`config.mk`:
```
export PLATFORM = sky130hd
export DESIGN_NAME = ibc_cell
export DESIGN_NICKNAME = d
export VERILOG_FILES = /design/src/sv/ibc_pkg.sv /design/src/sv/ibc_cell.sv
export SDC_FILE = /design/constraint.sdc
export NUM_CORES = 2
export LEC_CHECK = 0
export ABC_AREA = 1
export BUFFER_PORTS_ARGS = -buffer_cell sky130_fd_sc_hd__buf_2
export CORE_AREA = 3 3 480 387
export DETAILED_ROUTE_END_ITERATION = 8
export DIE_AREA = 0 0 483 390
export GPL_ROUTABILITY_DRIVEN = 1
export PLACE_DENSITY = 0.46
export SYNTH_ARGS = -nofsm -noshare
export SYNTH_HDL_FRONTEND = slang
export SYNTH_SLANG_ARGS = --single-unit
```
`constraint.sdc`:
```
create_clock -name clk -period 13.5 [get_ports clk]
set_input_delay 1.35 -clock clk [delete_from_list [all_inputs] [get_ports clk]]
set_output_delay 1.35 -clock clk [all_outputs]
set_load 0.02 [all_outputs]
```
`src/sv/ibc_pkg.sv`:
```
`timescale 1ns / 1ps

package ibc_pkg;

  // Cascade size and number formats
  localparam int SECTIONS  = 11;
  localparam int NUM_TAPS  = 5;      // b0, b1, b2, a1, a2
  localparam int COEF_W    = 24;     // Q4.20
  localparam int COEF_FRAC = 20;
  localparam int W_W       = 32;     // Q8.24 section state
  localparam int SMP_W     = 16;     // Q1.15 samples
  localparam int IDX_W     = 6;
  localparam int SEC_W     = 4;      // section number decoded from a coefficient index
  localparam int IN_SHIFT  = 9;      // Q1.15 -> Q8.24
  localparam int PROD_W    = COEF_W + W_W;
  localparam int ACC_W     = 64;

  localparam logic signed [ACC_W-1:0] ACC_MAX = {1'b0, {(ACC_W-1){1'b1}}};
  localparam logic signed [ACC_W-1:0] ACC_MIN = {1'b1, {(ACC_W-1){1'b0}}};
  localparam logic signed [ACC_W-1:0] W_MAX_ACC =
    {{(ACC_W-W_W+1){1'b0}}, {(W_W-1){1'b1}}};
  localparam logic signed [ACC_W-1:0] W_MIN_ACC =
    {{(ACC_W-W_W+1){1'b1}}, {(W_W-1){1'b0}}};
  localparam logic signed [W_W:0] Q_MAX = 33'sd32767;
  localparam logic signed [W_W:0] Q_MIN = -33'sd32768;
  localparam logic signed [W_W:0] TRUNC_BIAS = (33'sd1 <<< IN_SHIFT) - 33'sd1;

  typedef enum logic {
    CMD_SAMPLE = 1'b0,
    CMD_LOAD   = 1'b1
  } cmd_t;

  typedef enum logic [2:0] {
    K_B0 = 3'd0,
    K_B1 = 3'd1,
    K_B2 = 3'd2,
    K_A1 = 3'd3,
    K_A2 = 3'd4
  } coef_sel_t;

  // Per-section sequencer
  typedef enum logic [2:0] {
    CS_IDLE,
    CS_A2,
    CS_W0,
    CS_B0,
    CS_B1,
    CS_B2,
    CS_Y
  } cell_state_t;

  typedef struct packed {
    cmd_t                     cmd;
    logic signed [SMP_W-1:0]  sample_in;
    logic [IDX_W-1:0]         coef_index;
    logic signed [COEF_W-1:0] coef_value;
  } in_item_t;

  typedef struct packed {
    logic signed [SMP_W-1:0] filtered_out;
    logic signed [SMP_W-1:0] passthrough_out;
  } out_item_t;

  // Coefficient write bundle, one per section
  typedef struct packed {
    logic                     en;
    coef_sel_t                k;
    logic signed [COEF_W-1:0] value;
  } coef_wr_t;

  // Sample handed from one section to the next
  typedef struct packed {
    logic                  valid;
    logic signed [W_W-1:0] data;
  } beat_t;

  function automatic logic signed [ACC_W-1:0] sat_add(
    input logic signed [ACC_W-1:0] a,
    input logic signed [ACC_W-1:0] b
  );
    logic signed [ACC_W-1:0] s;
    s = a + b;
    if ((a[ACC_W-1] == b[ACC_W-1]) && (s[ACC_W-1] != a[ACC_W-1])) begin
      s = a[ACC_W-1] ? ACC_MIN : ACC_MAX;
    end
    return s;
  endfunction

  // Q12.44 -> Q8.24, floor, saturated to 32 bits
  function automatic logic signed [W_W-1:0] rescale(input logic signed [ACC_W-1:0] a);
    logic signed [ACC_W-1:0] r;
    logic signed [W_W-1:0]   q;
    r = a >>> COEF_FRAC;
    if (r > W_MAX_ACC) begin
      q = W_MAX_ACC[W_W-1:0];
    end else if (r < W_MIN_ACC) begin
      q = W_MIN_ACC[W_W-1:0];
    end else begin
      q = r[W_W-1:0];
    end
    return q;
  endfunction

  // Q8.24 -> Q1.15, truncate toward zero, saturate
  function automatic logic signed [SMP_W-1:0] to_sample(input logic signed [W_W-1:0] y);
    logic signed [W_W:0] t;
    logic signed [W_W:0] q;
    logic signed [SMP_W-1:0] s;
    t = {y[W_W-1], y};
    if (y[W_W-1]) begin
      t = t + TRUNC_BIAS;
    end
    q = t >>> IN_SHIFT;
    if (q > Q_MAX) begin
      s = Q_MAX[SMP_W-1:0];
    end else if (q < Q_MIN) begin
      s = Q_MIN[SMP_W-1:0];
    end else begin
      s = q[SMP_W-1:0];
    end
    return s;
  endfunction

endpackage

```
`src/sv/ibc_cell.sv`:
```
`timescale 1ns / 1ps

// One biquad section: own coefficients, own delay pair, one multiplier.
module ibc_cell import ibc_pkg::*; (
  input  logic     clk,
  input  logic     rst_n,
  input  coef_wr_t coef_wr,
  input  beat_t    x_in,
  output beat_t    y_out
);

  cell_state_t state_r, state_nxt;

  logic signed [COEF_W-1:0] coef_r [NUM_TAPS];
  logic signed [W_W-1:0]    w1_r, w2_r, w0_r, y_r;
  logic                     y_valid_r;
  logic signed [PROD_W-1:0] prod_r, prod_nxt;
  logic signed [ACC_W-1:0]  acc_r, acc_nxt;
  logic signed [ACC_W-1:0]  prod_ext;
  logic signed [COEF_W-1:0] mul_c;
  logic signed [W_W-1:0]    mul_w;
  logic signed [W_W-1:0]    w0_nxt, y_nxt;
  logic                     load_w0, load_y;

  always_comb begin
    case (state_r)
      CS_IDLE: state_nxt = x_in.valid ? CS_A2 : CS_IDLE;
      CS_A2:   state_nxt = CS_W0;
      CS_W0:   state_nxt = CS_B0;
      CS_B0:   state_nxt = CS_B1;
      CS_B1:   state_nxt = CS_B2;
      CS_B2:   state_nxt = CS_Y;
      CS_Y:    state_nxt = CS_IDLE;
      default: state_nxt = CS_IDLE;
    endcase
  end

  assign prod_ext = ACC_W'(prod_r);

  always_comb begin
    mul_c   = coef_r[K_A1];
    mul_w   = w1_r;
    acc_nxt = acc_r;
    w0_nxt  = w0_r;
    y_nxt   = y_r;
    load_w0 = 1'b0;
    load_y  = 1'b0;
    case (state_r)
      CS_IDLE: begin
        acc_nxt = ACC_W'(x_in.data) <<< COEF_FRAC;
      end
      CS_A2: begin
        mul_c   = coef_r[K_A2];
        mul_w   = w2_r;
        acc_nxt = sat_add(acc_r, -prod_ext);
      end
      CS_W0: begin
        w0_nxt  = rescale(sat_add(acc_r, -prod_ext));
        load_w0 = 1'b1;
      end
      CS_B0: begin
        mul_c = coef_r[K_B0];
        mul_w = w0_r;
      end
      CS_B1: begin
        mul_c   = coef_r[K_B1];
        mul_w   = w1_r;
        acc_nxt = prod_ext;
      end
      CS_B2: begin
        mul_c   = coef_r[K_B2];
        mul_w   = w2_r;
        acc_nxt = sat_add(acc_r, prod_ext);
      end
      CS_Y: begin
        y_nxt  = rescale(sat_add(acc_r, prod_ext));
        load_y = 1'b1;
      end
      default: begin
        acc_nxt = acc_r;
      end
    endcase
  end

  assign prod_nxt = mul_c * mul_w;

  always_ff @(posedge clk) begin
    if (!rst_n) begin
      state_r   <= CS_IDLE;
      y_valid_r <= 1'b0;
      w1_r      <= '0;
      w2_r      <= '0;
    end else begin
      state_r   <= state_nxt;
      y_valid_r <= load_y;
      if (load_y) begin
        w2_r <= w1_r;
        w1_r <= w0_r;
      end
    end
  end

  always_ff @(posedge clk) begin
    prod_r <= prod_nxt;
    acc_r  <= acc_nxt;
    if (load_w0) begin
      w0_r <= w0_nxt;
    end
    if (load_y) begin
      y_r <= y_nxt;
    end
    if (coef_wr.en) begin
      coef_r[coef_wr.k] <= coef_wr.value;
    end
  end

  assign y_out.valid = y_valid_r;
  assign y_out.data  = y_r;

endmodule

```
# ---- After elaboration in Yosys (flattened, before gate mapping)
# Memories as Yosys holds them, arrays and structs flattened.
# Cells that the tools add are included.
dict set report op_classes {
  mul 1
  n_bitwise 0
  n_reduce_logical 7
  n_lt_le_gt_ge 4
  add_sub_neg 3
  div 0
  shifts 0
  eq_ne 10
  mux 16
}
# cell n
set ops {}
lappend ops {{2-to-1 mux 64 bit} 5}
lappend ops {{one-hot mux 64 bit (4 select lines)} 1}
lappend ops {{one-hot mux 24 bit (4 select lines)} 1}
lappend ops {{greater-than comparator 44 x 32 -> 1 bit (second input constant)} 2}
lappend ops {{< comparator 44 x 32 -> 1 bit (second input constant)} 2}
lappend ops {{adder 64 x 56 -> 64 bit} 1}
lappend ops {{adder 64 bit} 1}
lappend ops {{2-to-1 mux 32 bit} 2}
lappend ops {{negation 56 -> 64 bit} 1}
lappend ops {{one-hot mux 32 bit (2 select lines)} 1}
lappend ops {{multiplier 24 x 32 -> 56 bit} 1}
lappend ops {{one-hot mux 3 bit (6 select lines)} 1}
lappend ops {{equality test 3 bit (second input constant)} 3}
lappend ops {{equality test 3 x 2 -> 1 bit (second input constant)} 2}
lappend ops {{2-to-1 mux 1 bit} 5}
lappend ops {{AND reduction 2 bit} 2}
lappend ops {{nonzero test 4 bit} 1}
lappend ops {{equality test 3 x 1 -> 1 bit (second input constant)} 1}
lappend ops {{zero test 3 bit} 1}
lappend ops {{equality test 1 bit} 2}
lappend ops {{logical AND 1 bit} 2}
lappend ops {{!= test 1 bit} 2}
lappend ops {{OR reduction 2 bit} 1}
dict set report totals {
  n_memories 1
  in_bits 63
  ff_bits 252
  word_cells 50
  mem_bits_ro 0
  latch_bits 0
  out_inout_bits 33
  ramBits 120
}
# name depth word_bits rd rd_ports_with_merged_regs write_ports line
set memory_table {}
lappend memory_table {coef_r 5 24 5 0 1 ibc_cell.sv:14} ;# logic signed [COEF_W-1:0] coef_r [NUM_TAPS];

# ---- Longest topological paths before layout
dict set report depth {
  word_depth 8
  depth_mapped 40
  ltp_nobuf 39
}

# ---- Least setup slack after synthesis
# OpenSTA, ideal clock, no wires.
dict set report synth_path {
  path_kind {register to register}
  startpoint {reg state_r[1]}
  endpoint {reg prod_r[55]}
  path_buffers 2
  required_ns 13.377
  period_less_slack_ns 8.634
  stages_incl_launch_ff 31
  setup_slack_ns 4.866
  setup_time_ns 0.123
  t_arrival_ns 8.511
  cell_sequence {dfxtp_1 inv_2 clkbuf_1 a221o_1 o21a_1 clkbuf_1 nand2_1 fa_1 inv_1 fa_1 inv_1 fa_1 fa_1 inv_1 fa_1 fa_1 inv_1 fa_1 inv_1 ha_1 nand2_1 nor2_1 inv_1 nor2_1 and3_1 nand3_1 nand3_1 nand3_1 o211ai_1 a21oi_1 xor2_1}
}
dict set report synth_via {
  elab_chain_len 4
  word_cells_on_any_way 8
  cone_classes {1 x mul; 4 x eq/ne; 2 x mux; 1 x reduce/logical}
}
# item line
set synth_rtl {}
lappend synth_rtl {{start: declaration} ibc_cell.sv:12} ;# cell_state_t state_r, state_nxt;
lappend synth_rtl {{start signal: assignment} ibc_cell.sv:94} ;# state_r <= state_nxt;
lappend synth_rtl {{equality test 3 bit or equality test 3 x 1 -> 1 bit (tied branches)} ibc_cell.sv:48} ;# case (state_r)
lappend synth_rtl {{OR reduction 2 bit (no source line)} --}
lappend synth_rtl {{one-hot mux 32 bit (2 select lines)} ibc_cell.sv:48}
lappend synth_rtl {{multiplier 24 x 32 -> 56 bit (*)} ibc_cell.sv:85} ;# assign prod_nxt = mul_c * mul_w;
lappend synth_rtl {{via prod_nxt[55]} ibc_cell.sv:17} ;# logic signed [PROD_W-1:0] prod_r, prod_nxt;
lappend synth_rtl {{end signal: assignment} ibc_cell.sv:104} ;# prod_r <= prod_nxt;
lappend synth_rtl {{end: declaration} ibc_cell.sv:17}
# Mark *: on every way through the listed nets, which the timed path passes. The rest lies on a longest branch.
# A chain may end at the register's enable or synchronous reset.

# ---- Worst setup path after layout
dict set report layout_path {
  startpoint {reg state_r[0]}
  endpoint {reg prod_r[41]}
}
# The elaborated chain is that of the path after synthesis.

==> impl_metrics.tcl <==
set metrics [dict create \
    end_kind "flop" \
    grt_max_degree 67 \
    crit_fanout 24 \
    min_period_ns 10.05 \
    final_hold_viol_count 0 \
    die_x_um 483 \
    ys_seq_area_share_pct 18.3 \
    holdBufCountCts 0 \
    antenna_found_initial 14 \
    post_cts_buffers 0 \
    clock_path_buffers 3 \
    yosys.area_share.simple_pct 24.1 \
    clk_pin_slew_ns 0.07 \
    drt_wl_total_um 227000 \
    setup_tns_ns 0 \
    synth_edf_count 248 \
    synth.area.mux_share_pct 0 \
    place.gp.congestion 0.984 \
    synth_area_um2 54300 \
    synth-xor-area-share_pct 2.64 \
    whs_ns 0.508 \
    drc_errors 0 \
    relSlewSlack_pct 8.94 \
    overflow 0 \
    dpl.hpwl_um 186000 \
    ant_nets 0 \
    setup_violations 0 \
    synth_nets 8260 \
    synth_ff_type "edfxtp_1" \
    critical_path_class "reg -> reg" \
    tritoncts "yes" \
    regToRegSetupSlack_ns 3.45 \
    row_count 140 \
    synth_cell_types 66 \
    synth_warnings 0 \
    ys_seq_elements 372 \
    synth_compound_area_share_pct 7.19 \
    max_cap_viol_count 0 \
    numPortBuffers 95 \
    cts_root_buf "clkbuf_16" \
    critPathRequiredTime_ns 14.04 \
    wl_per_cell_um 23.7 \
    rsz0062_at_grt "false" \
    coreArea_um2 181000 \
    dr.first_iter.drc_count 5064 \
    tightest_slew_ns 1.36 \
    area_delta_synth_final_pct 8.79 \
    mostFrequentLayoutCells "1796 x nand2_1, 1497 x inv_1, 861 x nor2_1" \
    synth_top_family_by_area "adder cells" \
    critPathSlowestCell "inv_1" \
    period_share_pct 74.5 \
    die_y_um 390 \
    outcome "finished clean" \
    numCtsBuffers 43 \
    drt-pass1-iter-count 6 \
    start_util_pct 29.9 \
    layout_commonest_cell "nand2_1" \
    finalMaxSlewViolations 0 \
    async_reset_ff_share_pct 0 \
    avgSynthCellArea_um2 7.62 \
    ios 96 \
    cp.arrival_ns 10.60 \
    cp-start-kind "flop" \
    hp-class "reg -> reg" \
    fmaxAchievable_mhz 99.5 \
    cts_sinks 372 \
    grt_pass1_vias 47000 \
    clock_skew_ns 0.0368 \
    drive_gt1_share_pct 6.66 \
    dieArea_um2 188000 \
    cts-htree-levels 2 \
    cts-resized-gates 0 \
    grt_pass1_wl_um 332000 \
    final_nets 8266 \
    synth_fa_ha_area_share_pct 35.3 \
    vias 47700 \
    vias_per_cell 4.97 \
    clkLatencyLatePin_ns 0.64 \
    grt_util_all_layers_pct 23.9 \
    synthCells 7134 \
    critPathMaxStageDelay_ns 0.97 \
]
## flip-flops by register name (all words and copies together) (netlist names)
register / count
acc_r: 64
coef_r: 120
prod_r: 56
state_r: 3
w0_r: 32
w1_r: 32
w2_r: 32
y_r: 32
y_valid_r: 1
## worst max-delay path, delay by kind of cell, from the launching register on
kind / cells / cell delay, ns
DFF: 1 / 0.53
buffers and inverters: 10 / 2.26
adders and majority gates: 8 / 4.04
AOI/OAI and AO/OA: 4 / 0.79
and+or+nand+nor: 11 / 2.26
## cell usage after synthesis (5+ instances only)
master / number / area share [%]
edfxtp_1: 248 / 14
o21ai_0: 163 / 1.5
buf_2: 56 / 0.52
a21o_1: 10 / 0.14
a221o_1: 36 / 0.66
and3_1: 17 / 0.20
nor2_2: 38 / 0.44
nor2_1: 869 / 6.0
or2_2: 13 / 0.15
a221oi_1: 25 / 0.40
xor2_1: 97 / 1.6
dfxtp_1: 124 / 4.6
nand2_4: 5 / 0.10
o21ai_2: 5 / 0.081
nand2_1: 1796 / 12
nor3_1: 38 / 0.35
o21ai_1: 12 / 0.11
fa_1: 787 / 29
a21oi_1: 201 / 1.9
clkinv_1: 6 / 0.041
inv_1: 1498 / 10
a31oi_1: 31 / 0.36
a22oi_1: 29 / 0.40
xnor2_1: 67 / 1.1
o21a_1: 35 / 0.48
o211ai_1: 23 / 0.32
clkbuf_1: 148 / 1.0
o21bai_1: 21 / 0.29
nand3_1: 212 / 2.0
nand2_2: 48 / 0.55
inv_2: 22 / 0.15
nor3_2: 9 / 0.17
buf_6: 5 / 0.10
o2111ai_1: 14 / 0.23
nand4_1: 27 / 0.31
nand3b_1: 7 / 0.097
buf_1: 5 / 0.035
nand3_2: 46 / 0.85
nor4_1: 16 / 0.18
ha_1: 276 / 6.4
## routing by layer
layer | wire (um) | GRT usage [%] | vias to the layer above
met1 | 113000 | 38.0 | 24000
met2 | 91000 | 33.7 | 1832
met3 | 19800 | 4.70 | 182
met5 | 41 | 0 | -
li1 | - | - | 21700
met4 | 3280 | 3.35 | 6
## logic make-up (layout without fill, tap and decap cells)
logic type               Yosys count  in the layout
AND/OR/NAND/NOR                 3155           3155
buffers and inverters           1752           1793
adder cells (fa/ha/maj)         1063           1063
AO/OA/AOI/OAI                    628            628
flip-flops                       372            372
XOR/XNOR                         164            164
other                              0              3
## final timing paths
kind / to / cells after the start / start
setup / recovery: prod_r[41] / 33 / state_r[0]
hold / removal: w2_r[29] / 2 / w1_r[29]
setup reg to reg: prod_r[41] / 33 / state_r[0]
hold reg to reg: w2_r[29] / 2 / w1_r[29]
## stage by stage
step                setup WS, ns  cell area (um2)  utilization (%)  instances
floorplan                   4.87            54300                -       7134
global placement            3.69            57600             31.7       9509
detailed placement          3.63            57600             31.7       9509
CTS                         3.59            59100             32.6       9589
global route                2.80            59100             32.6       9589
finish                      3.45            59100             32.6       9592
## cell type report
cell class                 instances  area, um2
sequential                       372       9930
timing repair buffer             185       1150
tap                             2414       3020
antenna                            3       7.51
inverter                        1528       5740
clock buffer                      51       1120
multi-input combinational       5010      37800
fill                           19800     122000
clock inverter                    29        393
Power is not shown: default switching activity piles up to over one toggle a cycle in this logic, so the estimate is an artifact.
